[config.mk]
export PLATFORM = sky130hd
export DESIGN_NAME = utf8_char_count_to_byte_offset_flat
export DESIGN_NICKNAME = d
export VERILOG_FILES = /design/src/rtl/core/u8cbo_pkg.sv /design/src/rtl/core/u8cbo_if.sv /design/src/rtl/core/utf8_char_count_to_byte_offset.sv /design/src/rtl/core/u8cbo_in_reg.sv /design/src/rtl/core/u8cbo_scan.sv /design/src/rtl/core/u8cbo_out_reg.sv /design/src/flat_wrapper.sv
export SDC_FILE = /design/constraint.sdc
export NUM_CORES = 1
export LEC_CHECK = 0
export BUFFER_PORTS_ARGS = -buffer_cell sky130_fd_sc_hd__buf_2
export CAP_MARGIN = 25
export CORE_AREA = 2 2 144 146
export CTS_CLUSTER_DIAMETER = 30
export DETAILED_ROUTE_END_ITERATION = 7
export DIE_AREA = 0 0 146 148
export PLACE_DENSITY_LB_ADDON = 0.3
export REMOVE_ABC_BUFFERS = 1
export SETUP_SLACK_MARGIN = 0.05
export SYNTH_ARGS = -nofsm -noshare
export SYNTH_HDL_FRONTEND = slang
export SYNTH_SLANG_ARGS = --single-unit
[constraint.sdc]
create_clock -name clk -period 8.6 [get_ports clk]
set_clock_uncertainty 0.2 [all_clocks]
set_input_delay 0.43 -clock clk [delete_from_list [all_inputs] [get_ports clk]]
set_output_delay 0.43 -clock clk [all_outputs]
set_load 0.01 [all_outputs]
[src/rtl/core/u8cbo_pkg.sv]
// ----------------------------------------------------------------------------
// u8cbo_pkg
// Shared types and byte codes for the UTF-8 character count to byte offset
// scanner.
// ----------------------------------------------------------------------------
package u8cbo_pkg;

  localparam int BYTE_W   = 8;
  localparam int TARGET_W = 16;
  localparam int CHARS_W  = 18;

  localparam logic [BYTE_W-1:0] TERM_BYTE   = 8'h00;
  localparam logic [BYTE_W-1:0] ASCII_LIMIT = 8'h80;
  localparam logic [BYTE_W-1:0] CONT_MASK   = 8'hC0;
  localparam logic [BYTE_W-1:0] CONT_CODE   = 8'h80;
  localparam logic [BYTE_W-1:0] LEAD2_MASK  = 8'hE0;
  localparam logic [BYTE_W-1:0] LEAD2_CODE  = 8'hC0;
  localparam logic [BYTE_W-1:0] LEAD3_MASK  = 8'hF0;
  localparam logic [BYTE_W-1:0] LEAD3_CODE  = 8'hE0;
  localparam logic [BYTE_W-1:0] TRIPLE_BYTE = 8'h85;

  localparam logic [1:0] CHARS_ONE   = 2'd1;
  localparam logic [1:0] CHARS_THREE = 2'd3;
  localparam logic [1:0] CONT_ONE    = 2'd1;
  localparam logic [1:0] CONT_TWO    = 2'd2;

  typedef enum logic [2:0] {
    CLS_ASCII,
    CLS_LEAD2,
    CLS_LEAD3,
    CLS_TRIPLE,
    CLS_BAD
  } byte_cls_t;

  typedef struct packed {
    logic [BYTE_W-1:0]   data_byte;
    logic [TARGET_W-1:0] target_chars;
  } item_t;

  typedef struct packed {
    logic  valid;
    item_t item;
  } stage_t;

  function automatic byte_cls_t classify(input logic [BYTE_W-1:0] b);
    byte_cls_t c;
    if (b < ASCII_LIMIT) begin
      c = CLS_ASCII;
    end else if ((b & LEAD2_MASK) == LEAD2_CODE) begin
      c = CLS_LEAD2;
    end else if ((b & LEAD3_MASK) == LEAD3_CODE) begin
      c = CLS_LEAD3;
    end else if (b == TRIPLE_BYTE) begin
      c = CLS_TRIPLE;
    end else begin
      c = CLS_BAD;
    end
    return c;
  endfunction

endpackage

[src/rtl/core/u8cbo_if.sv]
// ----------------------------------------------------------------------------
// u8cbo_if
// Valid/ready channels for string bytes in and byte offsets out.
// ----------------------------------------------------------------------------
interface u8cbo_in_if;
  logic                            valid;
  logic                            ready;
  logic [u8cbo_pkg::BYTE_W-1:0]    data_byte;
  logic [u8cbo_pkg::TARGET_W-1:0]  target_chars;

  modport source (output valid, output data_byte, output target_chars, input ready);
  modport sink (input valid, input data_byte, input target_chars, output ready);
endinterface

interface u8cbo_out_if #(
  parameter int OFFSET_BITS = 16
);
  logic                   valid;
  logic                   ready;
  logic [OFFSET_BITS-1:0] byte_offset;

  modport source (output valid, output byte_offset, input ready);
  modport sink (input valid, input byte_offset, output ready);
endinterface

[src/rtl/core/utf8_char_count_to_byte_offset.sv]
// ----------------------------------------------------------------------------
// utf8_char_count_to_byte_offset
// Streams zero-terminated strings and reports the byte offset at which a
// character count is reached.
// ----------------------------------------------------------------------------
// Send one string byte per request, terminator included; target_chars is
// sampled from the first byte of each string. The block takes one byte every
// clock cycle unless a terminator waits on a full result register, and presents
// one byte_offset for each terminator through the input register and the
// result register. That rate is set by the scan stage, which updates the
// character count and stop offset for one byte per step between the input
// register and the result register. Offsets saturate at 2^OFFSET_BITS - 1.
// ----------------------------------------------------------------------------
module utf8_char_count_to_byte_offset #(
  parameter int OFFSET_BITS = 16
) (
  input  logic          clk,
  input  logic          rst_n,
  u8cbo_in_if.sink      in_req,
  u8cbo_out_if.source   out_res
);

  u8cbo_pkg::stage_t       stg;
  logic                    advance;
  logic                    is_term;
  logic                    out_stall;
  logic [OFFSET_BITS-1:0]  res_offset;

  assign advance = stg.valid && (!is_term || !out_stall);

  u8cbo_in_reg u_in_reg (
    .clk     (clk),
    .rst_n   (rst_n),
    .in_req  (in_req),
    .advance (advance),
    .stg     (stg)
  );

  u8cbo_scan #(
    .OFFSET_BITS (OFFSET_BITS)
  ) u_scan (
    .clk        (clk),
    .rst_n      (rst_n),
    .step       (advance),
    .item       (stg.item),
    .is_term    (is_term),
    .res_offset (res_offset)
  );

  u8cbo_out_reg #(
    .OFFSET_BITS (OFFSET_BITS)
  ) u_out_reg (
    .clk     (clk),
    .rst_n   (rst_n),
    .load    (advance && is_term),
    .data    (res_offset),
    .stall   (out_stall),
    .out_res (out_res)
  );

endmodule

[src/rtl/core/u8cbo_in_reg.sv]
// ----------------------------------------------------------------------------
// u8cbo_in_reg
// Input register: captures one request and holds it until the scan advances.
// ----------------------------------------------------------------------------
module u8cbo_in_reg (
  input  logic               clk,
  input  logic               rst_n,
  u8cbo_in_if.sink           in_req,
  input  logic               advance,
  output u8cbo_pkg::stage_t  stg
);

  logic              valid_r;
  u8cbo_pkg::item_t  item_r;
  logic              load;

  assign in_req.ready = !valid_r || advance;
  assign load         = in_req.valid && in_req.ready;

  always_ff @(posedge clk) begin
    if (!rst_n) begin
      valid_r <= 1'b0;
    end else if (load) begin
      valid_r <= 1'b1;
    end else if (advance) begin
      valid_r <= 1'b0;
    end
  end

  always_ff @(posedge clk) begin
    if (load) begin
      item_r.data_byte    <= in_req.data_byte;
      item_r.target_chars <= in_req.target_chars;
    end
  end

  assign stg.valid = valid_r;
  assign stg.item  = item_r;

endmodule

[src/rtl/core/u8cbo_scan.sv]
// ----------------------------------------------------------------------------
// u8cbo_scan
// Per-string walk state: decodes one byte per step, counts characters and
// tracks where the walk stops.
// ----------------------------------------------------------------------------
module u8cbo_scan #(
  parameter int OFFSET_BITS = 16
) (
  input  logic                    clk,
  input  logic                    rst_n,
  input  logic                    step,
  input  u8cbo_pkg::item_t        item,
  output logic                    is_term,
  output logic [OFFSET_BITS-1:0]  res_offset
);

  logic [OFFSET_BITS-1:0]          pos_r, pos_nxt;
  logic [OFFSET_BITS-1:0]          stop_r, stop_nxt;
  logic [u8cbo_pkg::CHARS_W-1:0]   chars_r, chars_nxt;
  logic [u8cbo_pkg::TARGET_W-1:0]  tgt_r, tgt_nxt;
  logic [1:0]                      pend_r, pend_nxt;
  logic                            done_r, done_nxt;
  logic                            start_r, start_nxt;

  logic [OFFSET_BITS-1:0]          pos_inc;
  logic [u8cbo_pkg::CHARS_W:0]     sum_one;
  logic [u8cbo_pkg::CHARS_W:0]     sum_three;
  logic [u8cbo_pkg::CHARS_W-1:0]   chars_one;
  logic [u8cbo_pkg::CHARS_W-1:0]   chars_three;
  logic [u8cbo_pkg::BYTE_W-1:0]    b;
  u8cbo_pkg::byte_cls_t            cls;

  assign b          = item.data_byte;
  assign cls        = u8cbo_pkg::classify(b);
  assign is_term    = (b == u8cbo_pkg::TERM_BYTE);
  assign res_offset = (done_r || pend_r != 2'd0) ? stop_r : pos_r;
  assign pos_inc    = (&pos_r) ? pos_r : pos_r + OFFSET_BITS'(1);
  assign tgt_nxt    = start_r ? item.target_chars : tgt_r;

  assign sum_one     = {1'b0, chars_r} + (u8cbo_pkg::CHARS_W + 1)'(u8cbo_pkg::CHARS_ONE);
  assign sum_three   = {1'b0, chars_r} + (u8cbo_pkg::CHARS_W + 1)'(u8cbo_pkg::CHARS_THREE);
  assign chars_one   = sum_one[u8cbo_pkg::CHARS_W] ? {u8cbo_pkg::CHARS_W{1'b1}}
                                                   : sum_one[u8cbo_pkg::CHARS_W-1:0];
  assign chars_three = sum_three[u8cbo_pkg::CHARS_W] ? {u8cbo_pkg::CHARS_W{1'b1}}
                                                     : sum_three[u8cbo_pkg::CHARS_W-1:0];

  always_comb begin
    pos_nxt   = pos_inc;
    stop_nxt  = stop_r;
    chars_nxt = chars_r;
    pend_nxt  = pend_r;
    done_nxt  = done_r;
    start_nxt = 1'b0;
    if (is_term) begin
      pos_nxt   = '0;
      stop_nxt  = '0;
      chars_nxt = '0;
      pend_nxt  = 2'd0;
      done_nxt  = 1'b0;
      start_nxt = 1'b1;
    end else if (!done_r) begin
      if (pend_r != 2'd0) begin
        if ((b & u8cbo_pkg::CONT_MASK) == u8cbo_pkg::CONT_CODE) begin
          pend_nxt = pend_r - 2'd1;
          if (pend_r == u8cbo_pkg::CONT_ONE) begin
            chars_nxt = chars_one;
          end
        end else begin
          pend_nxt = 2'd0;
          done_nxt = 1'b1;
        end
      end else if (chars_r >= u8cbo_pkg::CHARS_W'(tgt_nxt)) begin
        stop_nxt = pos_r;
        done_nxt = 1'b1;
      end else begin
        case (cls)
          u8cbo_pkg::CLS_ASCII: begin
            chars_nxt = chars_one;
          end
          u8cbo_pkg::CLS_LEAD2: begin
            stop_nxt = pos_r;
            pend_nxt = u8cbo_pkg::CONT_ONE;
          end
          u8cbo_pkg::CLS_LEAD3: begin
            stop_nxt = pos_r;
            pend_nxt = u8cbo_pkg::CONT_TWO;
          end
          u8cbo_pkg::CLS_TRIPLE: begin
            chars_nxt = chars_three;
          end
          default: begin
            stop_nxt = pos_inc;
            done_nxt = 1'b1;
          end
        endcase
      end
    end
  end

  always_ff @(posedge clk) begin
    if (!rst_n) begin
      pos_r   <= '0;
      stop_r  <= '0;
      chars_r <= '0;
      tgt_r   <= '0;
      pend_r  <= 2'd0;
      done_r  <= 1'b0;
      start_r <= 1'b1;
    end else if (step) begin
      pos_r   <= pos_nxt;
      stop_r  <= stop_nxt;
      chars_r <= chars_nxt;
      tgt_r   <= tgt_nxt;
      pend_r  <= pend_nxt;
      done_r  <= done_nxt;
      start_r <= start_nxt;
    end
  end

endmodule

[src/rtl/core/u8cbo_out_reg.sv]
// ----------------------------------------------------------------------------
// u8cbo_out_reg
// Result register: holds one byte offset until the downstream side takes it.
// ----------------------------------------------------------------------------
module u8cbo_out_reg #(
  parameter int OFFSET_BITS = 16
) (
  input  logic                    clk,
  input  logic                    rst_n,
  input  logic                    load,
  input  logic [OFFSET_BITS-1:0]  data,
  output logic                    stall,
  u8cbo_out_if.source             out_res
);

  logic                   valid_r;
  logic [OFFSET_BITS-1:0] off_r;

  assign stall               = valid_r && !out_res.ready;
  assign out_res.valid       = valid_r;
  assign out_res.byte_offset = off_r;

  always_ff @(posedge clk) begin
    if (!rst_n) begin
      valid_r <= 1'b0;
    end else if (load) begin
      valid_r <= 1'b1;
    end else if (out_res.ready) begin
      valid_r <= 1'b0;
    end
  end

  always_ff @(posedge clk) begin
    if (load) begin
      off_r <= data;
    end
  end

endmodule

[src/flat_wrapper.sv]
// flat-port wrapper written by rule: the top's interface ports become plain ports
module utf8_char_count_to_byte_offset_flat 
#(
  parameter int OFFSET_BITS = 16
)
  (clk, rst_n, in_req_valid, in_req_data_byte, in_req_target_chars, in_req_ready, out_res_valid, out_res_byte_offset, out_res_ready);
  u8cbo_in_if in_req_i ();
  u8cbo_out_if #(.OFFSET_BITS(OFFSET_BITS)) out_res_i ();
  input  logic clk;
  input  logic rst_n;
  input wire logic [$bits(in_req_i.valid)-1:0] in_req_valid;
  input wire logic [$bits(in_req_i.data_byte)-1:0] in_req_data_byte;
  input wire logic [$bits(in_req_i.target_chars)-1:0] in_req_target_chars;
  output wire logic [$bits(in_req_i.ready)-1:0] in_req_ready;
  output wire logic [$bits(out_res_i.valid)-1:0] out_res_valid;
  output wire logic [$bits(out_res_i.byte_offset)-1:0] out_res_byte_offset;
  input wire logic [$bits(out_res_i.ready)-1:0] out_res_ready;
  assign in_req_i.valid = in_req_valid;
  assign in_req_i.data_byte = in_req_data_byte;
  assign in_req_i.target_chars = in_req_target_chars;
  assign in_req_ready = in_req_i.ready;
  assign out_res_valid = out_res_i.valid;
  assign out_res_byte_offset = out_res_i.byte_offset;
  assign out_res_i.ready = out_res_ready;
  utf8_char_count_to_byte_offset #(.OFFSET_BITS(OFFSET_BITS)) u_core (.clk(clk), .rst_n(rst_n), .in_req(in_req_i), .out_res(out_res_i));
endmodule
==> Word-level counts from Yosys, hierarchy flattened <==
Cells that the tools add are included.
{ "totals": {"latch_bits": 0, "out_inout_bits": 18, "ff_bits": 112, "ram_bits": 0, "n_memories": 0, "input_bits": 28, "rom_bits": 0} }
{ "op_classes": {"magnitude_cmp": 2, "bitwise": 0, "reduce_logical": 25, "n_addsub": 4, "div_mod_pow": 0, "n_eq_ne": 14, "shifts": 0, "mul": 0, "mux": 39} }
{ "op_table": {"columns": ["cell", "count"], "rows": [
  ["$mux W18", 8],
  ["$mux W16", 8],
  ["$pmux W18 S2", 1],
  ["$pmux W16 S2", 1],
  ["$add A18 B1 Y19 const B", 1],
  ["$add A18 B2 Y19 const B", 1],
  ["$ge A18 B16 Y1", 1],
  ["$add A16 B1 Y16 const B", 1],
  ["$reduce_and A16 Y1", 1],
  ["$mux W3", 4],
  ["$mux W1", 11],
  ["$mux W2", 5],
  ["$ne A3 B1 Y1 const B", 3],
  ["$eq A8 B8 Y1 const B", 1],
  ["$logic_not A8 Y1", 1],
  ["$lt A8 B8 Y1 const B", 1],
  ["$reduce_and A4 Y1", 2],
  ["$reduce_bool A4 Y1", 2],
  ["$eq A3 B2 Y1 const B", 2],
  ["$reduce_and A6 Y1", 1],
  ["$reduce_bool A2 Y1", 3],
  ["$eq A4 B4 Y1 const B", 1],
  ["$logic_and A1 B1 Y1", 4],
  ["$logic_not A1 Y1", 4],
  ["other kinds (12)", 16]
]} }

==> Depth between registers and ports, before layout <==
{ "logic_depth": {"ltp_word": 12, "depth_mapped": 13, "mapped_depth_nobuf": 9} }

==> By module <==
From an unflattened synthesis, not the netlist that was laid out.
{ "unflattened": {"cells_unflattened": 618, "area_unflattened_um2": 5980.7} }
{ "by_module_without_submodules": {"columns": ["module", "area_each_um2", "cells_per_inst", "seq_area_each_um2", "instances"], "rows": [
  ["u8cbo_scan", 4657.0, 567, 1401.3, 1],
  ["u8cbo_in_reg", 785.8, 30, 740.7, 1],
  ["u8cbo_out_reg", 521.8, 19, 500.5, 1],
  ["utf8_char_count_to_byte_offset", 16.3, 2, 0.0, 1]
]} }

==> Worst setup path before layout <==
Ideal clock, no wire load.
{ "synth_path": {"path_kind": "register to register", "startpoint": "reg u_core.u_scan.start_r", "endpoint": "reg u_core.u_scan.stop_r[14]", "period_less_slack_ps": 3482, "path_slack_ps": 5118, "t_arrival_ps": 3211, "n_path_buf": 3, "setup_ps": 70, "stages_incl_launch_ff": 13, "path_cell_list": "dfxtp_1 clkbuf_1 clkbuf_1 mux2i_1 ha_1 a21o_1 a211oi_1 o221ai_2 a21oi_2 nand2_1 a31oi_2 buf_4 o2bb2ai_1"} }
{ "synth_between": {"elab_chain_len": 6, "word_cells_on_any_way": 8, "cone_classes": "order compare (1); eq/ne (1); mux (5); reduce/logical (1)"} }
{ "synth_rtl": {"columns": ["element", "line_no", "text"], "rows": [
  ["from (decl)", "u8cbo_scan.sv:23", "logic start_r, start_nxt;"],
  ["from (signal assigned)", "u8cbo_scan.sv:116", "start_r <= start_nxt;"],
  ["$mux W16 (*)", "u8cbo_scan.sv:38", "assign tgt_nxt = start_r ? item.target_chars : tgt_r;"],
  ["$ge A18 B16 Y1 (*)", "u8cbo_scan.sv:72", "end else if (chars_r >= u8cbo_pkg::CHARS_W'(tgt_nxt)) begin"],
  ["$mux W16", "u8cbo_scan.sv:72", null],
  ["$mux W16", "u8cbo_scan.sv:62", "if (pend_r != 2'd0) begin"],
  ["$mux W16", "u8cbo_scan.sv:61", "end else if (!done_r) begin"],
  ["$mux W16", "u8cbo_scan.sv:54", "if (is_term) begin"],
  ["to (signal assigned)", "u8cbo_scan.sv:111", "stop_r <= stop_nxt;"],
  ["to (decl)", "u8cbo_scan.sv:18", "logic [OFFSET_BITS-1:0] stop_r, stop_nxt;"]
]} }
Mark *: on every way between the ends. The rest lies on a longest branch, timed or not. The select of a mux whose other input is x is not followed.
A chain may end at the register's enable or synchronous reset.

==> Final worst setup path <==
{ "layout_path": {"startpoint": "reg u_core.u_scan.start_r", "endpoint": "reg u_core.u_scan.chars_r[16] (netlist name)"} }
{ "layout_between": {"elab_chain_len": 4} }
{ "layout_rtl": {"columns": ["element", "line_no", "text"], "rows": [
  ["$mux W16", "u8cbo_scan.sv:38", null],
  ["$ge A18 B16 Y1", "u8cbo_scan.sv:72", null],
  ["$ne A3 B2 Y1 (no source line)", null, null],
  ["$reduce_and A6 Y1 (no source line)", null, null],
  ["to (signal assigned)", "u8cbo_scan.sv:112", "chars_r <= chars_nxt;"],
  ["to (decl)", "u8cbo_scan.sv:19", "logic [u8cbo_pkg::CHARS_W-1:0] chars_r, chars_nxt;"]
]} }
No other way between the ends.

==> flow_metrics.py <==
metrics = {
    "outcome": {
        "status": "complete, no violations",
    },
    "logic_synthesis": {
        "syn_area_um2": 5937,
        "synthMuxAreaShare_pct": 7.144,
        "synth.top_cell.area_share_pct": 24.28,
        "async_flop_share_pct": 0,
        "syn_inst": 600,
        "avgSynthCellArea_um2": 9.895,
        "synth_area_leaders": "dfxtp_1 (24%), edfxtp_1 (20%), ha_1 (4.4%), mux2i_1 (3.5%), o2bb2ai_1 (3.5%)",
        "synth_top_cell_by_area": "dfxtp_1",
        "synth_edf_count": 40,
        "ys_seq_elements": 112,
        "ys_seq_area_share_pct": 44.51,
        "synth_compound_area_share_pct": 20.86,
        "synth_xor_area_share_pct": 1.918,
        "synth_top_family_by_area": "compound AO/OA/AOI/OAI gates",
        "yosys.area_share.adder_pct": 4.763,
        "synth_cell_types": 68,
        "yosys_warnings": 0,
        "synth-main-ff-cell": "dfxtp_1",
        "yosys.area_share.simple_pct": 17.09,
    },
    "pwr": {
        "power.density_nw_per_um2": 162.0,
        "finalPower_uw": 1078,
        "leakage_uw": 0.002645,
        "vdd_drop_max_v": 0.00009412,
    },
    "cells_and_area": {
        "synthToLayoutAreaGrowth_pct": 12.10,
        "layout-drive-gt1-share_pct": 16.59,
        "seq_area_um2": 2643,
        "fillers": 2104,
        "final_common_cell": "dfxtp_1",
        "layout.nets": 671,
        "mostFrequentLayoutCells": "dfxtp_1 (72), nand2_1 (52), buf_2 (45)",
        "multi_input_area_um2": 3077,
        "final_util_pct": 33.21,
        "antennaDiodeCount": 0,
    },
    "grt": {
        "grt_first_pass_wirelength_um": 22960,
        "grt_overflow_total": 0,
        "met3_usage_pct": 3.148,
        "grt_pass1_vias": 4476,
        "grtUsageMet2_pct": 23.02,
        "grt_max_degree": 51,
        "track_usage_pct": 13.25,
        "antenna_found_initial": 0,
        "top_usage_layer": "met2",
        "grt_use_met1_pct": 15.92,
    },
    "floorplan": {
        "rows": 52,
        "fp.dieArea_um2": 21610,
        "dieWidth_um": 146,
        "design.portCount": 46,
        "die_y_um": 148,
        "initial_core_util_pct": 29.63,
        "core_um2": 20040,
    },
    "clock_tree": {
        "insertion_delay_ns": 0.37,
        "clkSlewWorstSetupHoldPaths_ns": 0.08,
        "cts_resized": 0,
        "cts_tree": "done",
        "cts.sink_count": 112,
        "clock-root-buffer": "clkbuf_16",
        "post_cts_buffers": 0,
        "holdBufCountCts": 0,
        "htree_levels": 3,
        "numCtsBuffers": 9,
        "cts_buffer_depth": 2,
    },
    "setup_path": {
        "worstPathMaxFanout": 20,
        "crit_type": "flip-flop to flip-flop",
        "worstSetupStartpoint": "u_core.u_scan.start_r",
        "crit_path_max_incr_delay_ns": 0.95,
        "cp_slowest_cell": "dfxtp_1",
        "cp-start-kind": "flip-flop",
        "worstSetupEndpoint": "u_core.u_scan.chars_r[16]",
        "critPathCaptureType": "flip-flop",
        "worstPathCellList": "mux2i_1 -> ha_1 -> nand3_1 -> or3_4 -> o221ai_2 -> a21oi_2 -> o31ai_4 -> and2_1 -> a22o_1",
        "cp.arrival_ns": 4.16,
        "cp.required_ns": 8.71,
        "r2r-start": "u_core.u_scan.start_r",
        "r2r-end": "u_core.u_scan.chars_r[16]",
        "rrSetupSlack_ns": 4.54,
        "reg2reg_depth": 9,
    },
    "sta": {
        "finalSetupViolations": 0,
        "hold_slack_ns": 0.03174,
        "post-route-period-util_pct": 47.16,
        "fmax_mhz": 246.5,
        "finalWorstSetupSlack_ns": 4.544,
        "finalCriticalPeriod_ns": 4.056,
        "fin_setup_tns_ns": 0,
        "rsz0062_at_grt": "false",
        "max-slew-margin-rel_pct": 36.31,
        "slew_violations": 0,
        "worstMarginPinSlew_ns": 0.9540,
        "hold_violations": 0,
    },
    "detailed_routing": {
        "drtIter0Drc": 308,
        "drc_errors": 0,
        "wirelength_um": 14100,
        "drt_pass1_iterations": 5,
        "wl_per_cell_um": 15.72,
        "vias": 4687,
        "final_antenna_net_count": 0,
        "vias_per_cell": 5.225,
    },
    "worst_hold_path": {
        "worst_hold_path_type": "primary input to flip-flop",
    },
    "run": {
        "maxCapViolCount": 0,
    },
    "place": {
        "dp_hpwl_um": 10050,
        "portBuffers": 45,
        "gp_congestion": 0.8415,
        "place_ws_ns": 4.531,
    },
}
Yosys cell counts (2+ instances only):
master / instances
maj3_1: 2
nand3b_1: 3
a221oi_1: 5
a21boi_0: 4
o22a_1: 2
and2_1: 11
a211o_1: 2
a22oi_1: 8
mux2i_1: 21
clkbuf_1: 26
o211a_1: 16
buf_2: 11
a31oi_1: 4
o21ai_1: 2
a211oi_1: 2
and4_1: 6
nand4_1: 17
nor2b_1: 17
a21oi_2: 2
xnor2_1: 3
nor3_1: 11
o2bb2ai_1: 24
nor3b_1: 2
o21a_1: 10
nand2b_1: 3
o221a_2: 5
dfxtp_1: 72
edfxtp_1: 40
o21ai_0: 31
ha_1: 21
buf_4: 2
or2_2: 4
nor2_1: 35
inv_1: 11
nand2_1: 52
a21o_1: 4
o22ai_1: 3
nand3_1: 17
a21oi_1: 26
xor2_1: 10
and3_1: 9
mux2_2: 18
critical path: cells and delay by family, from the launching register on:
family	cells	cell delay [ns]
compound gates	4	1.30
flops	1	0.95
simple gates	3	0.94
fa+ha+maj	1	0.35
mux	1	0.24
stage by stage:
step,std cells,area (um^2)
after floorplan,560,5758
after global placement,880,6361
after detailed placement,881,6372
after CTS,897,6655
after global routing,897,6655
final,897,6655
registers in the layout, summed over array words and instances, names as in the netlist:
signal	count
u_core.u_scan.done_r	1
u_core.u_scan.pend_r	2
u_core.u_out_reg.out_res.valid	1
u_core.u_in_reg.valid_r	1
u_core.u_scan.stop_r	16
u_core.u_scan.pos_r	16
u_core.u_scan.tgt_r	16
u_core.u_scan.chars_r	18
u_core.u_in_reg.stg	24
u_core.u_out_reg.out_res.byte_offset	16
u_core.u_scan.start_r	1
worst min-delay path by stage:
stage                              from                       end  slack (ns)  cells after the start
2_1_floorplan   u_core.u_scan.stop_r[0]   u_core.u_scan.stop_r[0]        0.23                      1
4_1_cts             in_req_data_byte[6]   u_core.u_in_reg.stg[22]        0.03                      1
6_report            in_req_data_byte[6]   u_core.u_in_reg.stg[22]        0.03                      1
3_5_place_dp    u_core.u_scan.stop_r[0]   u_core.u_scan.stop_r[0]        0.25                      1
5_1_grt          in_req_target_chars[2]    u_core.u_in_reg.stg[2]        0.02                      1
3_3_place_gp   u_core.u_scan.stop_r[14]  u_core.u_scan.stop_r[14]        0.24                      1
final cells by class:
cell class                      count  area share, %
Inverter                           11         0.6204
Multi-Input combinational cell    437          46.23
Clock inverter                      6         0.8084
Clock buffer                       10          3.441
Tap cell                          270          5.076
Timing Repair Buffer               51          4.117
Sequential cell                   112          39.71
metal layers:
metal / vias to the layer above / part of all wire [%]
li1: 2287 / -
met4: 0 / 2.3
met2: 127 / 49
met5: - / 0
met3: 24 / 4.4
met1: 2249 / 44
power breakdown:
part / internal, uW / total [uW] / switching, uW / leakage [uW]
registers: 565 / 579 / 14.0 / 0.000985
logic: 38.8 / 91.8 / 52.9 / 0.00152
clock network: 202 / 407 / 205 / 0.000141
total: 806 / 1080 / 272 / 0.00264
cells by family (layout without fill, tap and decap cells):
logic type / after synthesis / count (layout)
xor+xnor: 13 / 13
buf+inv: 51 / 78
flops: 112 / 112
fa+ha+maj: 23 / 23
simple gates: 196 / 196
compound gates: 165 / 165
mux: 40 / 40
(Power assumes the default switching activity.)
